<file path="src/rtl/smc_pkg.sv">
`timescale 1ns / 1ps
// ----------------------------------------------------------------------------
// Sprite mask collision package
// Shared constants, register map and the mask row address helper.
// ----------------------------------------------------------------------------
package smc_pkg;

  // Sprite geometry and grid size.
  localparam int SPRITE_PIXELS = 16;
  localparam int GRID_SIDE     = 16;

  // Row index width within one sprite mask.
  localparam int ROW_W = $clog2(SPRITE_PIXELS);
  // Signed width of a vertical offset plus a row index.
  localparam int OFF_W = ROW_W + 2;

  // Mask memory: one entry per mask row of every sprite in the grid.
  localparam int MASK_DEPTH = GRID_SIDE * GRID_SIDE * SPRITE_PIXELS;
  localparam int ADDR_W     = $clog2(MASK_DEPTH);

  // Alpha and threshold register.
  localparam int                ALPHA_W      = 8;
  localparam logic [ALPHA_W-1:0] THRESH_RESET = 8'd128;

  // Configuration port.
  localparam int APB_ADDR_W = 3;
  localparam int APB_DATA_W = 32;
  localparam logic [APB_ADDR_W-3:0] REG_ALPHA_THRESHOLD = 1'b0;

  // Item actions.
  localparam logic ACTION_LOAD  = 1'b0;
  localparam logic ACTION_QUERY = 1'b1;

  // Memory address of one mask row of the sprite in a given grid cell.
  function automatic logic [ADDR_W-1:0] row_addr(input logic [7:0]       cell_row,
                                                 input logic [7:0]       cell_col,
                                                 input logic [ROW_W-1:0] r);
    return ADDR_W'((int'(cell_row) * GRID_SIDE + int'(cell_col)) * SPRITE_PIXELS
                   + int'(r));
  endfunction

endpackage

</file>
<file path="src/rtl/smc_apb.sv">
`timescale 1ns / 1ps
// ----------------------------------------------------------------------------
// Sprite mask collision configuration port
// APB-style register file holding the alpha threshold.
// ----------------------------------------------------------------------------
module smc_apb (
  input  logic                            clk_i,
  input  logic                            rst_ni,
  input  logic                            psel,
  input  logic                            penable,
  input  logic                            pwrite,
  input  logic [smc_pkg::APB_ADDR_W-1:0]  paddr,
  input  logic [smc_pkg::APB_DATA_W-1:0]  pwdata,
  output logic [smc_pkg::APB_DATA_W-1:0]  prdata,
  output logic                            pready,
  output logic [smc_pkg::ALPHA_W-1:0]     alpha_threshold_o
);
  import smc_pkg::*;

  logic [ALPHA_W-1:0] thresh_q;
  logic [ALPHA_W-1:0] thresh_d;
  logic               wr_en;
  logic               sel_thresh;

  // The port never inserts wait states.
  assign pready = 1'b1;

  // Word decode and write strobe.
  assign sel_thresh = (paddr[APB_ADDR_W-1:2] == REG_ALPHA_THRESHOLD);
  assign wr_en      = psel && penable && pwrite && pready;

  always_comb begin
    thresh_d = thresh_q;
    if (wr_en && sel_thresh) begin
      thresh_d = pwdata[ALPHA_W-1:0];
    end
  end

  always_ff @(posedge clk_i or negedge rst_ni) begin
    if (!rst_ni) begin
      thresh_q <= THRESH_RESET;
    end else begin
      thresh_q <= thresh_d;
    end
  end

  // Read data for the selected register; unmapped words read as zero.
  assign prdata            = sel_thresh ? APB_DATA_W'(thresh_q) : '0;
  assign alpha_threshold_o = thresh_q;

endmodule

</file>
<file path="config.mk">
export PLATFORM = sky130hd
export DESIGN_NAME = smc_apb
export DESIGN_NICKNAME = d
export VERILOG_FILES = /design/src/rtl/smc_pkg.sv /design/src/rtl/smc_apb.sv
export SDC_FILE = /design/constraint.sdc
export NUM_CORES = 1
export LEC_CHECK = 0
export ABC_CLOCK_PERIOD_IN_PS = 1800
export BUFFER_PORTS_ARGS = -buffer_cell sky130_fd_sc_hd__clkbuf_2
export CAP_MARGIN = 20
export CORE_MARGIN = 5
export CORE_UTILIZATION = 33
export CTS_BUF_LIST = sky130_fd_sc_hd__clkbuf_4 sky130_fd_sc_hd__clkbuf_8
export DETAILED_ROUTE_END_ITERATION = 6
export PLACE_DENSITY = 0.95
export RECOVER_POWER = 100
export SLEW_MARGIN = 40
export SYNTH_ARGS = -nofsm -noshare
export SYNTH_HDL_FRONTEND = slang
export SYNTH_SLANG_ARGS = --single-unit
</file>
<file path="constraint.sdc">
create_clock -name clk_i -period 1.8 [get_ports clk_i]
set_input_delay 0.09 -clock clk_i [delete_from_list [all_inputs] [get_ports clk_i]]
set_output_delay 0.09 -clock clk_i [all_outputs]
set_load 0.01 [all_outputs]
</file>
**Yosys cells after proc, flatten, opt, wreduce, memory -nomap -nowiden**

Cells that the tools add are included.

- Register bits after elaboration: 8
- Input bits: 40
- Output and inout bits: 41
- Logic and storage cells: 6

- Mux-type cells: 1
- Bitwise gates (word level): 1
- Reductions and logical operators: 3

Operators by type and width:

| operator | number |
|---|---|
| two-way mux 8 bit | 1 |
| logical AND 1 bit | 3 |
| inverter 1 bit | 1 |

**Logic depth before layout (Yosys ltp)**

- Depth after elaboration: 3
- Gate-level depth with buffers: 2
- Depth with buffers taken out: 2

**Worst setup path after synthesis**

Ideal clock, no wire load.

- Path type: register -> output
- Start: reg thresh_q[7] (netlist: alpha_threshold_o[7])
- End: out prdata[7] (netlist name)
- Arrival: 702 ps
- Data required time: 1710 ps
- Path slack: 1008 ps
- Stages on the path, launching flop included: 2
- Buffers on the path: 0
- Path through: dfstp_2 > and2b_2

- Cells in the longest elaborated chain, start to end: 1

RTL lines:

| item | RTL line | RTL |
|---|---|---|
| start: declaration | smc_apb.sv:20 | `logic [ALPHA_W-1:0] thresh_q;` |
| start signal: assignment | smc_apb.sv:43 | `thresh_q <= thresh_d;` |
| two-way mux 8 bit | smc_apb.sv:48 | `assign prdata = sel_thresh ? APB_DATA_W'(thresh_q) : '0;` |
| end: declaration | smc_apb.sv:14 | `output logic [smc_pkg::APB_DATA_W-1:0] prdata,` |

Every way passes these cells.

**Worst setup path after layout**

Same ends and word-level chain as after synthesis.

==> out/results.md <==
| Group | Parameter | This run |
|:---|:---|:---|
| final layout | Nets | 125 |
| detailed routing | Sum of met3 wire segment lengths after detailed routing | 248 um |
| synth | Number of synthesized flops with an enable pin | 0 |
| timing | Final hold violations | 0 |
| detailed routing | Drt first pass iters | 2 |
| final layout | Synthesis-to-layout area growth | 16.2% |
| global routing | Maximum number of pins on one net before global-route repair | 10 |
| final layout | Diode insertion count for antenna repair | 0 |
| synth | Sequential-to-total area share from yosys stat | 34.7% |
| timing | Min setup slack post-route | 628 ps |
| power and ir drop | P_leak | 0.360 nW |
| synth | Area share of xor/xnor cells in the synthesized design | 0% |
| detailed routing | Average detailed-routed wire length per instance | 11.3 um |
| detailed routing | Vias per inst | 3.73 |
| synth | Commonest cells in the synthesized netlist | buf_4, and2b_2, mux2_2, dfrtp_1, conb_1 |
| final layout | Footprint of the multi-input gates | 278 um2 |
| setup path | Kind of end point of the critical path | output pin |
| setup path | Logic depth of the worst register-to-register path | 1 |
| detailed routing | Highest metal layer with signal wires | met4 |
| timing | Final setup skew | 0 ps |
| detailed routing | DR vias | 407 |
| synth | Cell count after synthesis | 52 |
| synth | Yosys Warn Count | 0 |
| place | Port Buffer Count | 29 |
| setup path | Arrival @ worst endpoint | 1080 ps |
| clocking | # H-tree levels | 1 |
| final layout | Number of flip-flops under the largest register name | 8 |
| place | Final weighted congestion in routability-driven placement | 0.695 |
| timing | Final cycle utilization of the critical path | 65.1% |
| global routing | Initial antenna violation count | 0 |
| timing | Fmax | 0.853 GHz |
| floorplanning | Core footprint | 0.00171 mm2 |
| timing | Count of pins over their slew limit | 0 |
| detailed routing | Sum of routed wire length over all layers | 1240 um |
| setup path | Startpoint kind of the worst setup timing path | flip-flop |
| detailed routing | M1 wire length | 406 um |
| setup path | Slowest cell on crit path | dfstp_1 |
| detailed routing | Count of nets left with antenna violations after detail routing | 0 |
| min path | Start point of the worst hold path | pwdata[5] |
| clocking | Setup fix buffers added after clock tree synthesis | 0 |
| final layout | Fraction of layout cells with a size suffix above 1 | 39.3% |
| synth | Most numerous cell in the Yosys netlist | buf_4 |
| place | Worst slack at placement | 829 ps |
| setup path | Critical path cell sequence | and2b_2 -> clkbuf_1 |
| timing | Post-layout min period | 1170 ps |
| synth | Post-synth top area share | 32.3% |
| clocking | Maximum clock insertion buffer count | 2 |
| power and ir drop | Max IR drop VDD | 0.426 mV |
| detailed routing | Met2 wire length | 517 um |
| setup path | Worst path max stage delay | 530 ps |
| synth | Simple-gate share of the synthesized area | 16.2% |
| floorplanning | Starting density of the core | 34.0% |
| synth | Syn avg cell area | 11.2 um2 |
| clocking | Clock transition at the register clock pins on the worst setup and hold paths after CTS | 60 ps |
| final layout | Final Core Density | 39.5% |
| synth | Largest family of logic cells by synthesized area | buffers and inverters |
| run status | Outcome | completed |
| min path | Number of stages on the worst hold path | 2 |
| min path | WHS Endpoint | alpha_threshold_o[5]$_DFFE_PN0P_ |
| detailed routing | Drt drc | 0 |
| global routing | GRT Resource Usage Total | 9.80% |
| synth | Synthesized-area fraction occupied by ao, oa, aoi and oai cells | 0% |
| synth | Share of cell area taken by muxes after synthesis | 15.5% |
| timing | RSZ-0062 raised after global routing | no |
| final layout | FILL cells | 163 |
| synth | Synthesized flop and latch total | 8 |
| min path | Hold crit path type | in2reg |
| global routing | Vias in the first global route | 413 |
| floorplanning | Placement Rows | 15 |
| setup path | Required time worst endpoint | 1710 ps |
| clocking | Buffer cell driving the clock tree root | clkbuf_4 |
| setup path | Source of the worst register-to-register timing path | alpha_threshold_o[0]$_DFFE_PN0P_ |
| final layout | Area occupied by registers | 201 um2 |
| synth | Library cell with the largest summed area after synthesis | buf_4 |
| power and ir drop | Cell area power density | 919 mW/mm2 |
| global routing | Wire length of the first global-routing pass | 1900 um |
| clocking | Clock insertion delay at the later pin of the skew report | 260 ps |
| floorplanning | Die span in y | 51.9 um |
| synth | Number of different library cells in the post-synthesis netlist | 7 |
| timing | Final setup violation count | 0 |
| flow run | Count of max-cap constraint violations | 0 |
| clocking | Clock sink count | 8 |
| clocking | Number of clock buffers inserted by TritonCTS | 3 |
| floorplanning | Die boundary width | 51.9 um |
| setup path | Setup slack on the worst flop-to-flop path | 990 ps |
| setup path | R2R Path End | alpha_threshold_o[0]$_DFFE_PN0P_ |
| floorplanning | Floorplan die area | 0.00270 mm2 |
| setup path | Critical path peak fanout | 3 |
| global routing | Gr ovfl total | 0 |
| floorplanning | IO Pins | 81 |
| synth | Ys async rst share | 100% |
| clocking | CTS tree | done |
| synth | Syn Std Cell Area | 581 um2 |
| timing | Total negative slack for setup checks | 0 ps |
| synth | Adder and majority cell fraction of the synthesized area | 0% |
| synth | Top flip-flop cell by instance count after synthesis | dfrtp_1 |
| setup path | Classification of the worst setup path | reg2out |
| place | HPWL Detailed | 1060 um |
| synth | Main area contributors after synthesis | buf_4, dfrtp_1, mux2_2 |
| detailed routing | Violation count after the first detailed-route iteration | 2 |
==> where the power goes <==
group / internal (W) / switching [W] / leakage, nW
Clock: 0.000100 / 0.0000691 / 0.0184
Combinational: 0.0000845 / 0.000112 / 0.247
Sequential: 0.000222 / 0.0000316 / 0.0941
==> cell usage in the layout, fill, tap and decap left out, drive strengths merged <==
cell type    synthesis  routed
clkbuf               0      33
conb                 2      25
and2b                8       8
mux2                 8       8
dfrtp                7       7
nand4b               1       1
dfstp                1       1
dlygate4sd3          0       1
==> critical path, delay by kind of cell, from the launching register on <==
| kind | cells | cell delay [ps] |
|---|---|---|
| buf+inv | 1 | 150 |
| flops | 1 | 530 |
| simple gates | 1 | 140 |
==> through the flow <==
step | instance area (um2) | instances | hold slack (ps) | power [W]
after global placement | 656 | 104 | -62.1 | 0.000456
after floorplan | 667 | 75 | -206 | 0.000408
final | 674 | 109 | 57.8 | 0.000620
after global routing | 674 | 109 | 63.9 | 0.000662
after CTS | 696 | 109 | 56.7 | 0.000644
after detailed placement | 656 | 104 | -52.1 | 0.000469
==> worst max-delay path by stage <==
stage / to / from / cells after the start
final: prdata[7] / alpha_threshold_o[7]$_DFFE_PN1P_ / 2
after global routing: prdata[7] / alpha_threshold_o[7]$_DFFE_PN1P_ / 2
after CTS: prdata[7] / alpha_threshold_o[7]$_DFFE_PN1P_ / 2
after detailed placement: alpha_threshold_o[0]$_DFFE_PN0P_ / paddr[2] / 3
after global placement: alpha_threshold_o[0]$_DFFE_PN0P_ / paddr[2] / 3
after floorplan: prdata[7] / alpha_threshold_o[7]$_DFFE_PN1P_ / 1
==> cells by family (layout without fill, tap and decap cells) <==
kind of cell,after synthesis,in the layout
buffers and inverters,25,34
and+or+nand+nor,9,9
other,2,25
DFF,8,8
muxes,8,8
==> per-layer routing <==
metal | vias up | global-route usage [%]
li1 | 178 | -
met1 | 171 | 10.6
met2 | 51 | 14.4
met3 | 7 | 4.30
met4 | 0 | 8.30
met5 | - | 0
==> repair_timing <==
item,in CTS,in global routing
hold buffers,1,0
endpoints found under the hold margin,8,0
resized for setup,0,0
==> cell type report <==
| type | count | area share, % |
|---|---|---|
| multi-input cells | 42 | 41.2 |
| flip-flops and latches | 8 | 29.9 |
| repair buffers | 30 | 19.9 |
| well taps | 25 | 4.64 |
| clock buffers | 4 | 4.45 |
No activity file was read; power rests on OpenSTA's default activity.
