**src/rtl/smc_pkg.sv**
```systemverilog
`timescale 1ns / 1ps
// ----------------------------------------------------------------------------
// Sprite mask collision package
// Shared constants, register map and the mask row address helper.
// ----------------------------------------------------------------------------
package smc_pkg;

  // Sprite geometry and grid size.
  localparam int SPRITE_PIXELS = 16;
  localparam int GRID_SIDE     = 16;

  // Row index width within one sprite mask.
  localparam int ROW_W = $clog2(SPRITE_PIXELS);
  // Signed width of a vertical offset plus a row index.
  localparam int OFF_W = ROW_W + 2;

  // Mask memory: one entry per mask row of every sprite in the grid.
  localparam int MASK_DEPTH = GRID_SIDE * GRID_SIDE * SPRITE_PIXELS;
  localparam int ADDR_W     = $clog2(MASK_DEPTH);

  // Alpha and threshold register.
  localparam int                ALPHA_W      = 8;
  localparam logic [ALPHA_W-1:0] THRESH_RESET = 8'd128;

  // Configuration port.
  localparam int APB_ADDR_W = 3;
  localparam int APB_DATA_W = 32;
  localparam logic [APB_ADDR_W-3:0] REG_ALPHA_THRESHOLD = 1'b0;

  // Item actions.
  localparam logic ACTION_LOAD  = 1'b0;
  localparam logic ACTION_QUERY = 1'b1;

  // Memory address of one mask row of the sprite in a given grid cell.
  function automatic logic [ADDR_W-1:0] row_addr(input logic [7:0]       cell_row,
                                                 input logic [7:0]       cell_col,
                                                 input logic [ROW_W-1:0] r);
    return ADDR_W'((int'(cell_row) * GRID_SIDE + int'(cell_col)) * SPRITE_PIXELS
                   + int'(r));
  endfunction

endpackage

```
**src/rtl/smc_engine.sv**
```systemverilog
`timescale 1ns / 1ps
// ----------------------------------------------------------------------------
// Sprite mask collision engine
// Sequencer that clears the mask memory, sets mask bits by read-modify-write
// and scans row pairs for a collision query.
// ----------------------------------------------------------------------------
module smc_engine (
  input  logic                         clk_i,
  input  logic                         rst_ni,
  input  logic [smc_pkg::ALPHA_W-1:0]  alpha_threshold_i,
  // Input channel
  input  logic                         in_valid_i,
  output logic                         in_ready_o,
  input  logic                         action_i,
  input  logic [7:0]                   pixel_x_i,
  input  logic [7:0]                   pixel_y_i,
  input  logic [7:0]                   alpha_i,
  input  logic signed [15:0]           first_x_i,
  input  logic signed [15:0]           first_y_i,
  input  logic [3:0]                   first_col_i,
  input  logic [3:0]                   first_row_i,
  input  logic signed [15:0]           second_x_i,
  input  logic signed [15:0]           second_y_i,
  input  logic [3:0]                   second_col_i,
  input  logic [3:0]                   second_row_i,
  // Output channel
  output logic                         out_valid_o,
  input  logic                         out_ready_i,
  output logic                         hit_o,
  // Mask memory
  output logic                              ram_we_o,
  output logic [smc_pkg::ADDR_W-1:0]        ram_waddr_o,
  output logic [smc_pkg::SPRITE_PIXELS-1:0] ram_wdata_o,
  output logic [smc_pkg::ADDR_W-1:0]        ram_raddr_a_o,
  output logic [smc_pkg::ADDR_W-1:0]        ram_raddr_b_o,
  input  logic [smc_pkg::SPRITE_PIXELS-1:0] ram_rdata_a_i,
  input  logic [smc_pkg::SPRITE_PIXELS-1:0] ram_rdata_b_i
);
  import smc_pkg::*;

  // Sequencer states.
  localparam logic [2:0] ST_CLEAR   = 3'd0;
  localparam logic [2:0] ST_IDLE    = 3'd1;
  localparam logic [2:0] ST_LOAD_WR = 3'd2;
  localparam logic [2:0] ST_Q_CHECK = 3'd3;
  localparam logic [2:0] ST_Q_SCAN  = 3'd4;
  localparam logic [2:0] ST_Q_DRAIN = 3'd5;
  localparam logic [2:0] ST_Q_DONE  = 3'd6;

  localparam logic signed [16:0] SP_POS   = 17'(SPRITE_PIXELS);
  localparam logic signed [16:0] SP_NEG   = -SP_POS;
  localparam logic [ROW_W-1:0]   ROW_LAST = ROW_W'(SPRITE_PIXELS - 1);
  localparam logic [ADDR_W-1:0]  CLR_LAST = ADDR_W'(MASK_DEPTH - 1);

  logic [2:0]               state_q, state_d;
  logic [ADDR_W-1:0]        clr_cnt_q, clr_cnt_d;
  logic [ADDR_W-1:0]        ld_addr_q, ld_addr_d;
  logic [SPRITE_PIXELS-1:0] ld_bit_q, ld_bit_d;
  logic signed [16:0]       dx_q, dx_d;
  logic signed [16:0]       dy_q, dy_d;
  logic [3:0]               f_col_q, f_col_d;
  logic [3:0]               f_row_q, f_row_d;
  logic [3:0]               s_col_q, s_col_d;
  logic [3:0]               s_row_q, s_row_d;
  logic [ROW_W-1:0]         row_q, row_d;
  logic                     dx_neg_q, dx_neg_d;
  logic [ROW_W-1:0]         dx_mag_q, dx_mag_d;
  logic signed [OFF_W-1:0]  dy_off_q, dy_off_d;
  logic                     cmp_valid_q, cmp_valid_d;
  logic                     hit_acc_q, hit_acc_d;
  logic                     out_valid_q, out_valid_d;
  logic                     hit_q, hit_d;

  logic                     in_accept;
  logic [7:0]               ld_cell_x, ld_cell_y;
  logic [7:0]               ld_pix_x, ld_pix_y;
  logic                     ld_ok;
  logic [ADDR_W-1:0]        ld_addr;
  logic [SPRITE_PIXELS-1:0] ld_bit;
  logic                     q_reject;
  logic signed [OFF_W-1:0]  first_row_idx;
  logic                     first_row_ok;
  logic [SPRITE_PIXELS-1:0] first_shifted;
  logic                     pair_hit;

  assign in_ready_o = (state_q == ST_IDLE);
  assign in_accept  = in_valid_i && in_ready_o;

  // Load decode: sprite cell, pixel within the sprite and the bit to set.
  assign ld_cell_x = 8'(pixel_x_i / SPRITE_PIXELS);
  assign ld_cell_y = 8'(pixel_y_i / SPRITE_PIXELS);
  assign ld_pix_x  = 8'(pixel_x_i % SPRITE_PIXELS);
  assign ld_pix_y  = 8'(pixel_y_i % SPRITE_PIXELS);
  assign ld_ok     = (alpha_i >= alpha_threshold_i) && (int'(ld_cell_x) < GRID_SIDE)
                     && (int'(ld_cell_y) < GRID_SIDE);
  assign ld_addr   = row_addr(ld_cell_y, ld_cell_x, ld_pix_y[ROW_W-1:0]);
  assign ld_bit    = {{(SPRITE_PIXELS-1){1'b0}}, 1'b1}
                     << (ROW_W'(SPRITE_PIXELS - 1) - ld_pix_x[ROW_W-1:0]);

  // Early rejection: boxes apart, wide horizontal offset or a cell off the grid.
  assign q_reject = (dy_q < SP_NEG) || (dy_q > SP_POS) || (dx_q <= SP_NEG)
                    || (dx_q >= SP_POS)
                    || (int'(f_col_q) >= GRID_SIDE) || (int'(f_row_q) >= GRID_SIDE)
                    || (int'(s_col_q) >= GRID_SIDE) || (int'(s_row_q) >= GRID_SIDE);

  // Row of the first sprite that lines up with row row_q of the second.
  assign first_row_idx = dy_off_q + $signed({2'b00, row_q});
  assign first_row_ok  = (first_row_idx >= 0)
                         && (first_row_idx < OFF_W'(SPRITE_PIXELS));

  // Row pair compare on the registered memory data.
  assign first_shifted = dx_neg_q ? (ram_rdata_b_i >> dx_mag_q)
                                  : (ram_rdata_b_i << dx_mag_q);
  assign pair_hit      = |(ram_rdata_a_i & first_shifted);

  // Memory ports.
  always_comb begin
    ram_we_o      = 1'b0;
    ram_waddr_o   = ld_addr_q;
    ram_wdata_o   = ram_rdata_a_i | ld_bit_q;
    ram_raddr_a_o = ld_addr;
    ram_raddr_b_o = row_addr(8'(f_row_q), 8'(f_col_q), first_row_idx[ROW_W-1:0]);
    unique case (state_q)
      ST_CLEAR: begin
        ram_we_o    = 1'b1;
        ram_waddr_o = clr_cnt_q;
        ram_wdata_o = '0;
      end
      ST_LOAD_WR: begin
        ram_we_o = 1'b1;
      end
      ST_Q_SCAN: begin
        ram_raddr_a_o = row_addr(8'(s_row_q), 8'(s_col_q), row_q);
      end
      default: begin
        ram_we_o = 1'b0;
      end
    endcase
  end

  // Sequencer.
  always_comb begin
    state_d     = state_q;
    clr_cnt_d   = clr_cnt_q;
    ld_addr_d   = ld_addr_q;
    ld_bit_d    = ld_bit_q;
    dx_d        = dx_q;
    dy_d        = dy_q;
    f_col_d     = f_col_q;
    f_row_d     = f_row_q;
    s_col_d     = s_col_q;
    s_row_d     = s_row_q;
    row_d       = row_q;
    dx_neg_d    = dx_neg_q;
    dx_mag_d    = dx_mag_q;
    dy_off_d    = dy_off_q;
    cmp_valid_d = 1'b0;
    hit_acc_d   = hit_acc_q;
    out_valid_d = out_valid_q;
    hit_d       = hit_q;

    // The output register empties when its transaction completes.
    if (out_valid_q && out_ready_i) begin
      out_valid_d = 1'b0;
    end

    // Accumulate the row pair read in the previous cycle.
    if (cmp_valid_q && pair_hit) begin
      hit_acc_d = 1'b1;
    end

    unique case (state_q)
      ST_CLEAR: begin
        clr_cnt_d = clr_cnt_q + 1'b1;
        if (clr_cnt_q == CLR_LAST) begin
          state_d = ST_IDLE;
        end
      end
      ST_IDLE: begin
        if (in_accept) begin
          if (action_i == ACTION_QUERY) begin
            dx_d    = {second_x_i[15], second_x_i} - {first_x_i[15], first_x_i};
            dy_d    = {second_y_i[15], second_y_i} - {first_y_i[15], first_y_i};
            f_col_d = first_col_i;
            f_row_d = first_row_i;
            s_col_d = second_col_i;
            s_row_d = second_row_i;
            state_d = ST_Q_CHECK;
          end else if (ld_ok) begin
            ld_addr_d = ld_addr;
            ld_bit_d  = ld_bit;
            state_d   = ST_LOAD_WR;
          end
        end
      end
      ST_LOAD_WR: begin
        state_d = ST_IDLE;
      end
      ST_Q_CHECK: begin
        dx_neg_d  = dx_q[16];
        dx_mag_d  = dx_q[16] ? ROW_W'(-dx_q) : ROW_W'(dx_q);
        dy_off_d  = OFF_W'(dy_q);
        row_d     = '0;
        hit_acc_d = 1'b0;
        state_d   = q_reject ? ST_Q_DONE : ST_Q_SCAN;
      end
      ST_Q_SCAN: begin
        cmp_valid_d = first_row_ok;
        row_d       = row_q + 1'b1;
        if (row_q == ROW_LAST) begin
          state_d = ST_Q_DRAIN;
        end
      end
      ST_Q_DRAIN: begin
        state_d = ST_Q_DONE;
      end
      ST_Q_DONE: begin
        if (!out_valid_q || out_ready_i) begin
          out_valid_d = 1'b1;
          hit_d       = hit_acc_q;
          state_d     = ST_IDLE;
        end
      end
      default: begin
        state_d = ST_IDLE;
      end
    endcase
  end

  // Control registers.
  always_ff @(posedge clk_i or negedge rst_ni) begin
    if (!rst_ni) begin
      state_q     <= ST_CLEAR;
      clr_cnt_q   <= '0;
      cmp_valid_q <= 1'b0;
      out_valid_q <= 1'b0;
    end else begin
      state_q     <= state_d;
      clr_cnt_q   <= clr_cnt_d;
      cmp_valid_q <= cmp_valid_d;
      out_valid_q <= out_valid_d;
    end
  end

  // Datapath registers.
  always_ff @(posedge clk_i) begin
    ld_addr_q <= ld_addr_d;
    ld_bit_q  <= ld_bit_d;
    dx_q      <= dx_d;
    dy_q      <= dy_d;
    f_col_q   <= f_col_d;
    f_row_q   <= f_row_d;
    s_col_q   <= s_col_d;
    s_row_q   <= s_row_d;
    row_q     <= row_d;
    dx_neg_q  <= dx_neg_d;
    dx_mag_q  <= dx_mag_d;
    dy_off_q  <= dy_off_d;
    hit_acc_q <= hit_acc_d;
    hit_q     <= hit_d;
  end

  assign out_valid_o = out_valid_q;
  assign hit_o       = hit_q;

endmodule

```
**config.mk**
```make
export PLATFORM = sky130hd
export DESIGN_NAME = smc_engine
export DESIGN_NICKNAME = d
export VERILOG_FILES = /design/src/rtl/smc_pkg.sv /design/src/rtl/smc_engine.sv
export SDC_FILE = /design/constraint.sdc
export NUM_CORES = 1
export LEC_CHECK = 0
export ABC_AREA = 1
export BUFFER_PORTS_ARGS = -buffer_cell sky130_fd_sc_hd__buf_2
export CAP_MARGIN = 40
export CORE_UTILIZATION = 40
export DETAILED_ROUTE_END_ITERATION = 7
export PLACE_DENSITY = 0.66
export SLEW_MARGIN = 10
export SYNTH_ARGS = -nofsm -noshare
export SYNTH_HDL_FRONTEND = slang
export SYNTH_SLANG_ARGS = --single-unit
```
**constraint.sdc**
```tcl
create_clock -name clk_i -period 3.4 [get_ports clk_i]
set_input_delay 0.68 -clock clk_i [delete_from_list [all_inputs] [get_ports clk_i]]
set_output_delay 0.68 -clock clk_i [all_outputs]
set_load 0.01 [all_outputs]
```
## Yosys cells after proc, flatten, opt, wreduce, memory -nomap -nowiden

Index checks and enable logic that the tools add are counted.

| word-level totals | value |
|---|---|
| input bits | 149 |
| word-level logic and storage cells | 97 |
| output and inout bits | 56 |
| bits in registers | 112 |

| cells by class | value |
|---|---|
| equality and inequality tests | 13 |
| reduce and logical (&&, ||, !) cells | 19 |
| shift-type cells | 3 |
| $add $sub $neg | 13 |
| magnitude comparators | 9 |
| bitwise operators | 3 |
| mux-type cells | 19 |

Operators with widths:

| cell | count |
|---|---|
| 12-bit by 4-bit adder with 12-bit output | 3 |
| 16-bit by 16-bit subtractor with 17-bit output | 2 |
| 16-bit 2-to-1 mux | 2 |
| 8-bit by 4-bit adder with 8-bit output | 3 |
| 12-bit 2-to-1 mux | 2 |
| 3-bit 2-to-1 mux | 6 |
| 3-bit case mux with 6 select lines | 1 |
| 17-bit by 6-bit greater-or-equal comparator with 1-bit output, second input constant | 1 |
| 17-bit by 6-bit > comparator with 1-bit output, second input constant | 1 |
| 17-bit by 5-bit less-or-equal comparator with 1-bit output, second input constant | 1 |
| 17-bit by 5-bit less-than comparator with 1-bit output, second input constant | 1 |
| 16-bit AND | 1 |
| 16-bit OR | 1 |
| 16-bit OR reduction | 1 |
| 1-bit by 4-bit << shifter with 16-bit output, first input constant | 1 |
| 16-bit by 4-bit << shifter with 16-bit output | 1 |
| 16-bit by 4-bit right shift with 16-bit output | 1 |
| 12-bit by 1-bit adder with 12-bit output, second input constant | 1 |
| 12-bit == test, second input constant | 1 |
| 4-bit by 5-bit less-than comparator with 1-bit output, second input constant | 2 |
| 3-bit == test, second input constant | 3 |
| 8-bit greater-or-equal comparator | 1 |
| 4-bit case mux with 2 select lines | 1 |
| 6-bit by 5-bit adder with 6-bit output | 1 |
| other kinds (25) | 40 |

## Longest topological paths before layout

Gate-level depths: netlist of run 1.

| depth | value |
|---|---|
| word-level depth | 7 |
| depth in mapped cells | 17 |
| mapped depth without buffers | 15 |

## Worst setup path before layout of run 1

Ideal clock, no wire load.

| path | value |
|---|---|
| path kind | flip-flop to flip-flop |
| start | reg state_q[2] |
| end | reg dx_q[0] (enable) |
| arrival | 2.991 ns |
| required time | 2.942 ns |
| clock period less this slack | 3.448 ns |
| setup slack | -0.048 ns |
| library setup time | 0.458 ns |
| stages on the path, launching flop included | 6 |
| buffers on the path | 0 |
| path through | dfrtp_1 inv_1 nand2_1 nor2_1 nand2_1 nor2_1 |

| between the ends | value |
|---|---|
| cells in the longest elaborated chain, start to end | 3 |

Ends and longest elaborated chain:

| item | RTL line | text |
|---|---|---|
| from (decl) | smc_engine.sv:55 | `logic [2:0] state_q, state_d;` |
| from (signal assigned) | smc_engine.sv:238 | `state_q <= state_d;` |
| 3-bit by 1-bit == test with 1-bit output * | smc_engine.sv:86 | `assign in_ready_o = (state_q == ST_IDLE);` |
| net in_ready_o | smc_engine.sv:13 | `output logic in_ready_o,` |
| 1-bit logical AND | smc_engine.sv:87 | `assign in_accept = in_valid_i && in_ready_o;` |
| 3-bit AND reduction (no line) * | n/a |  |
| to (signal assigned) | smc_engine.sv:249 | `dx_q <= dx_d;` |
| to (decl) | smc_engine.sv:59 | `logic signed [16:0] dx_q, dx_d;` |

The timed path passes the listed nets; every way through them passes the cells marked *.
A chain may end at the register's enable or synchronous reset.

## Worst setup path after layout of run 1

| path | value |
|---|---|
| start | reg state_q[2] |
| end | out ram_waddr_o[2] in the netlist's numbering |

| between the ends | value |
|---|---|
| cells in the longest elaborated chain, start to end | 2 |

Ends and longest elaborated chain:

| item | RTL line | text |
|---|---|---|
| 3-bit zero test | smc_engine.sv:123 | `unique case (state_q)` |
| 12-bit 2-to-1 mux | smc_engine.sv:123 |  |
| to (decl) | smc_engine.sv:32 | `output logic [smc_pkg::ADDR_W-1:0] ram_waddr_o,` |

No other way between the ends.

==> results.tsv, run 1 <==
metric	value	unit
status	finished clean	
Worst Path Arrival	2.24	ns
Clock transition at path regs	0.08	ns
maximum clock frequency	343	MHz
synthesis-to-layout area growth	19.9	%
DR WL/cell	13.2	microns
fin cells	1385	
die height	141	microns
most frequent CP cell	nor2_1	
vias in the first global route	6358	
Fin Clk Skew	0.00951	ns
Setup WS post-layout	0.481	ns
final setup fails	0	
PostCTS Resize Cnt	0	
post-synth top area share	0.367	
delay-heaviest family, CP	buffers and inverters	
largest net degree at the start of global routing	35	
Post-synth EDFFs	94	
reg-to-reg critical path startpoint	state_q[2]	
cts bufs inserted	9	
Final Hold Viols	0	
Starting Density	0.410	
count leader, synth	nand2_1	
Clock Latency Late Sink	0.36	ns
Slew HR	0.468	
max cap viols	0	
cts hold-fix bufs	0	
Global Route Usage Sum	0.187	
Seq cells post-synth	112	
Lkg Pwr	0.00455	uW
Post-Route WL	18300	microns
FFs w/ async S/R, synth	0.152	
Crit Path Max Fanout	27	
area leader, netlist	edfxtp_1	
pwr/cell area	550	mW/mm^2
crit-path cells	inv_1 -> nand2_1 -> buf_4 -> clkinv_1 -> nor2_1 -> nor2_1 -> buf_2	
RSZ-0062 raised after global routing	false	
Crit-path slowest cell	clkinv_1	
minimum clock period	2.92	ns
wire length of the first global-routing pass	29600	microns
Synth Flop Type	edfxtp_1	
number of DRC markers in iteration 0	356	
WS Path Type	reg -> out	
post-placement setup slack	0.609	ns
Final #Nets	1344	
gr ovfl total	0	
drt drc	0	
post-synthesis sequential area ratio	0.425	
setup TNS	0	ns
reg2reg end	state_q[2]	
chip width	141	microns
fin crit share	0.859	
Final ANT Viol Nets	0	
Ports	205	
Post-Place Cells	1368	
Synth top cells by count	229 x nand2_1, 120 x nand3_1, 116 x inv_1	
routability cong.	0.892	
Mapped Nets	1145	
DRT Pass-1 Iters	7	
Max Slew Vio Count	0	
Critical Path Sink Type	output port	
Setup Fix Bufs, Post-CTS	0	
Mapped Area	0.00770	sq mm
DPL Wire Length	14600	microns
r2r setup slk	0.90	ns
DR vias/cell	4.95	
vias	6849	
Cell variety after synth	45	
# H-tree levels	3	
YS warnings	0	
Synth Instances	946	
fraction of layout cells with a size suffix above 1	0.227	
initial antenna violation count	2	
clock buffer depth	2	
HP Class	in -> async	
clock root buffer	clkbuf_16	
Peak VDD IR	0.273	mV
CTS tree	yes	
largest cells by area after synthesis	edfxtp_1 37%, nand2_1 11%, nand3_1 7.8%	
worst slew pin tran	0.797	ns
Rows	50	
PortBufs	204	
WP data required	2.72	ns
Startpoint Class	flip-flop	
Mean Syn Cell Area	8.14	sq um
slowest cell delay on critical path	0.63	ns
die area	0.0198	sq mm
core area	0.0188	sq mm
worst reg2reg path depth	9	
CP bufs+invs	4	
Sink Count	112	
-- per-stage QoR --
step	hold WS [ns]	instance area [sq um]	power, uW	util
after floorplan	0.384	7700	3330	-
after global placement	0.413	8910	3970	0.475
after detailed placement	0.422	8910	4000	0.475
after CTS	0.240	9230	5120	0.492
after global routing	0.252	9230	5460	0.492
final	0.242	9230	5080	0.492
-- kinds of logic after synthesis --
group	count (synthesis)	synth area share
flip-flops	112	0.425
buffers and inverters	141	0.0779
AND/OR/NAND/NOR	499	0.289
adder cells (fa/ha/maj)	50	0.0842
XOR/XNOR	43	0.0489
AO/OA/AOI/OAI	101	0.0758
-- registers in the layout, summed over array words and instances, names as in the netlist --
| signal | count |
|---|---|
| s_col_q | 4 |
| ld_bit_q | 16 |
| cmp_valid_q | 1 |
| dx_q | 17 |
| dy_off_q | 6 |
| hit_acc_q | 1 |
| s_row_q | 4 |
| clr_cnt_q | 12 |
| dx_mag_q | 4 |
| row_q | 4 |
| out_valid_o | 1 |
| f_col_q | 4 |
| dy_q | 17 |
| state_q | 3 |
| f_row_q | 4 |
| hit_o | 1 |
| ld_addr_q | 12 |
| dx_neg_q | 1 |
-- placed cells by master (no fill, tap or decap), types with 5 or more instances in the layout --
cell type,count
nand2_1,229
buf_2,204
nand3_1,120
inv_1,116
nor2_1,94
edfxtp_1,94
ha_1,47
a21oi_1,43
xor2_1,33
o21ai_0,26
dfrtp_1,17
nand4_1,13
xnor2_1,10
nand3_2,9
clkbuf_16,9
o21ai_2,8
nor3_1,8
nand2_4,7
o21ai_1,6
nor4_1,6
nand2_2,5
buf_4,5
-- area by class of cell --
type,count,area (sq um)
fill,1845,9540
multi-input combinational,693,3840
sequential,112,3270
timing repair buffer,209,1060
inverter,120,458
tap,234,293
clock buffer,9,225
clock inverter,7,88.8
antenna,1,2.50
-- how the worst max path moves through the flow --
stage	from	to	slack (ns)	cells past startpoint
after global routing	state_q[2]	ram_waddr_o[2]	0.23	7
final	state_q[2]	ram_waddr_o[2]	0.48	7
after global placement	first_x_i[0]	dx_q[16]	0.64	13
after CTS	state_q[2]	ram_waddr_o[2]	0.47	7
after floorplan	state_q[2]	dx_q[0]	0.78	5
after detailed placement	first_y_i[0]	dy_q[16]	0.61	13
-- layer usage --
layer / vias to the layer above / part of all wire / GRT usage / wire [microns]
met5: - / 0.00071 / 0 / 13
met4: 2 / 0.017 / 0.0561 / 306
met3: 26 / 0.048 / 0.0397 / 880
met2: 183 / 0.50 / 0.335 / 9220
met1: 3082 / 0.43 / 0.224 / 7910
li1: 3556 / - / - / -
-- power breakdown --
| group | internal [uW] | switching [uW] | total (uW) |
|---|---|---|---|
| Clock | 589 | 516 | 1100 |
| Sequential | 1730 | 149 | 1880 |
| Combinational | 758 | 1330 | 2090 |
No activity file was read; power rests on OpenSTA's default activity.
==> inputs of run 2 (changes only) <==
ABC_AREA = 0   (was 1)
SKIP_CTS_REPAIR_TIMING = 1   (was default)
==> results.tsv, run 2 <==
metric	value	unit	change
WS Path Type	in -> reg		
Fin Clk Skew	0.0116	ns	+0.00209 ns
DR WL/cell	14.9	microns	+12%
synthesis-to-layout area growth	20.7	%	
maximum clock frequency	354	MHz	+3.5%
final core area utilization	0.496		+0.00462
Global Route Usage Sum	0.191		+0.00449
Worst Path Arrival	2.93	ns	+0.69 ns
Crit Path Max Fanout	3		-89%
core area	0.0189	sq mm	+0.67%
gr ovfl total	0		unchanged
Clock Latency Late Sink	0.36	ns	about the same
Synth Flop Type	edfxtp_1		
worst slew pin tran	0.712	ns	-0.0855 ns
Rows	50		unchanged
Ant. Diodes	0		-1
Final Hold Viols	0		unchanged
fraction of layout cells with a size suffix above 1	0.267		+0.0402
minimum clock period	2.82	ns	-0.0983 ns
post-synth top area share	0.363		-0.00348
HP Class	in -> async		
Clock transition at path regs	0.08	ns	about the same
grt peak-use layer	met2		
most common cell after layout, fill and taps aside	buf_2		
fin crit share	0.830		-0.0289
clock root buffer	clkbuf_16		
pwr/cell area	509	mW/mm^2	-7.5%
Mapped Nets	998		-13%
fillers	1819		-1.4%
met2 Use GR	0.322		-0.0123
DR vias/cell	5.25		+6.2%
Peak VDD IR	0.233	mV	-15%
Ports	205		unchanged
Cell variety after synth	68		+51%
Startpoint Class	input pin		
clock buffer depth	2		unchanged
YS warnings	0		unchanged
final setup fails	0		unchanged
drt drc	0		unchanged
die height	141	microns	+0.47%
GRT met1 Usage	0.244		+0.0202
Mapped Area	0.00777	sq mm	+0.96%
met3 usage	0.0290		-0.0107
Final ANT Viol Nets	0		unchanged
setup TNS	0	ns	unchanged
Seq cells post-synth	112		unchanged
FFs w/ async S/R, synth	0.152		unchanged
# H-tree levels	3		unchanged
chip width	141	microns	+0.47%
cts bufs inserted	9		unchanged
slowest cell delay on critical path	0.55	ns	-0.08 ns
Crit-path slowest cell	a2111oi_1		
Lkg Pwr	0.00412	uW	-9.5%
largest registers	dx_q (17), dy_q (17), ld_bit_q (16)		
Slew HR	0.525		+0.0570
DPL Wire Length	14900	microns	+1.9%
largest net degree at the start of global routing	49		+40%
CTS tree	yes		
number of DRC markers in iteration 0	399		+12%
Synth Instances	799		-16%
Final #Nets	1197		-11%
area leader, netlist	edfxtp_1		
area of the multi-input gates	0.00414	sq mm	+8.0%
post-synthesis sequential area ratio	0.421		-0.00403
Post-Route WL	18800	microns	+2.5%
fin cells	1263		-8.8%
Mean Syn Cell Area	9.73	sq um	+20%
WP data required	3.51	ns	+0.79 ns
vias	6634		-3.1%
DRT Pass-1 Iters	5		-2
Max Slew Vio Count	0		unchanged
Post-Place Cells	1247		-8.8%
initial antenna violation count	0		-2
count leader, synth	edfxtp_1		
RSZ-0062 raised after global routing	false		
PortBufs	204		unchanged
wire length of the first global-routing pass	30400	microns	+2.6%
routability cong.	0.878		-1.6%
status	finished clean		
Critical Path Sink Type	flip-flop		
max cap viols	0		unchanged
Synth top cells by count	94 x edfxtp_1, 90 x nand2_1, 84 x nor2_1		
die area	0.0200	sq mm	+0.95%
Post-synth EDFFs	94		unchanged
largest cells by area after synthesis	edfxtp_1 36%, ha_1 7.6%, dfrtp_1 5.5%		
Starting Density	0.411		+0.00119
Reg area	0.00327	sq mm	unchanged
Sink Count	112		unchanged
crit-path cells	buf_2 -> inv_1 -> ha_1 -> nor2b_1 -> o31ai_1 -> a211o_1 -> a31oi_1 -> and4_1 -> a2111oi_1 -> a21oi_1 -> xor2_1		
vias in the first global route	6263		-1.5%
commonest cells after routing, fill and taps aside	204 x buf_2, 94 x edfxtp_1, 90 x nand2_1, 84 x nor2_1, 65 x inv_1		
==> run 2: changes by cell type after synthesis, sizes merged, moves of 10 or more <==
cell,before,now
nand2,241,90
o21a,1,12
xnor2,10,30
mux2,0,23
nand2b,0,11
nand3,129,19
nor2b,0,12
xor2,33,8
mux4,0,10
nor3,8,27
mux2i,0,28
inv,119,66
nor2,97,84
==> run 2: final timing paths <==
path                              start  slack (ns)      endpoint  depth (start not counted)
hold / removal                   rst_ni        0.23   out_valid_o                          1
hold reg to reg               hit_acc_q        0.43         hit_o                          0
min in group clk_i            hit_acc_q        0.43         hit_o                          0
setup reg to reg            dx_mag_q[0]        0.62     hit_acc_q                          9
max in group asynchronous        rst_ni        2.89  clr_cnt_q[9]                          1
setup / recovery           first_y_i[1]        0.58      dy_q[15]                         11
==> run 2: routing by layer <==
layer / share of wire / wire (microns)
met5: 0 / 0
met3: 0.057 / 1080
met4: 0.029 / 548
met1: 0.44 / 8180
met2: 0.48 / 8990
==> run 2: power breakdown <==
group          switching [uW]  internal, uW  leakage (uW)  total, uW
Clock                     505           508      0.000131       1010
Combinational            1030           825       0.00291       1850
Sequential                184          1720       0.00108       1910
Total                    1720          3050       0.00412       4770
==> run 2: stage by stage <==
stage	hold WS [ns]	worst slack [ns]	total power [uW]	cell area (sq um)
after floorplan	0.384	0.371	3140	7780
after CTS	0.234	0.583	4830	9380
final	0.234	0.579	4770	9380
after global placement	0.440	0.256	3770	9100
after global routing	0.254	0.305	5090	9380
after detailed placement	0.446	0.208	3800	9100
==> run 2: final cells by class <==
class | instances | share of cell area
sequential | 112 | 0.348
inverter | 67 | 0.0268
tap | 260 | 0.0347
timing repair buffer | 214 | 0.118
multi-input combinational | 594 | 0.442
clock inverter | 6 | 0.00587
clock buffer | 10 | 0.0244
==> run 2: critical path, delay by kind of cell <==
kind	cells	cell delay, ns
buffers and inverters	2	0.14
xor gates and xnor gates	1	0.16
adders and majority gates	1	0.27
and+or+nand+nor	2	0.37
AOI/OAI and AO/OA	5	1.30
==> run 2: logic make-up (layout without fill, tap and decap cells) <==
| kind of cell | count (synthesis) | in the layout | synth area share |
|---|---|---|---|
| mux | 61 | 61 | 0.0989 |
| buf+inv | 93 | 297 | 0.0486 |
| flops | 112 | 112 | 0.421 |
| simple gates | 289 | 289 | 0.171 |
| compound gates | 156 | 156 | 0.135 |
| fa+ha+maj | 50 | 50 | 0.0834 |
| xor+xnor | 38 | 38 | 0.0428 |
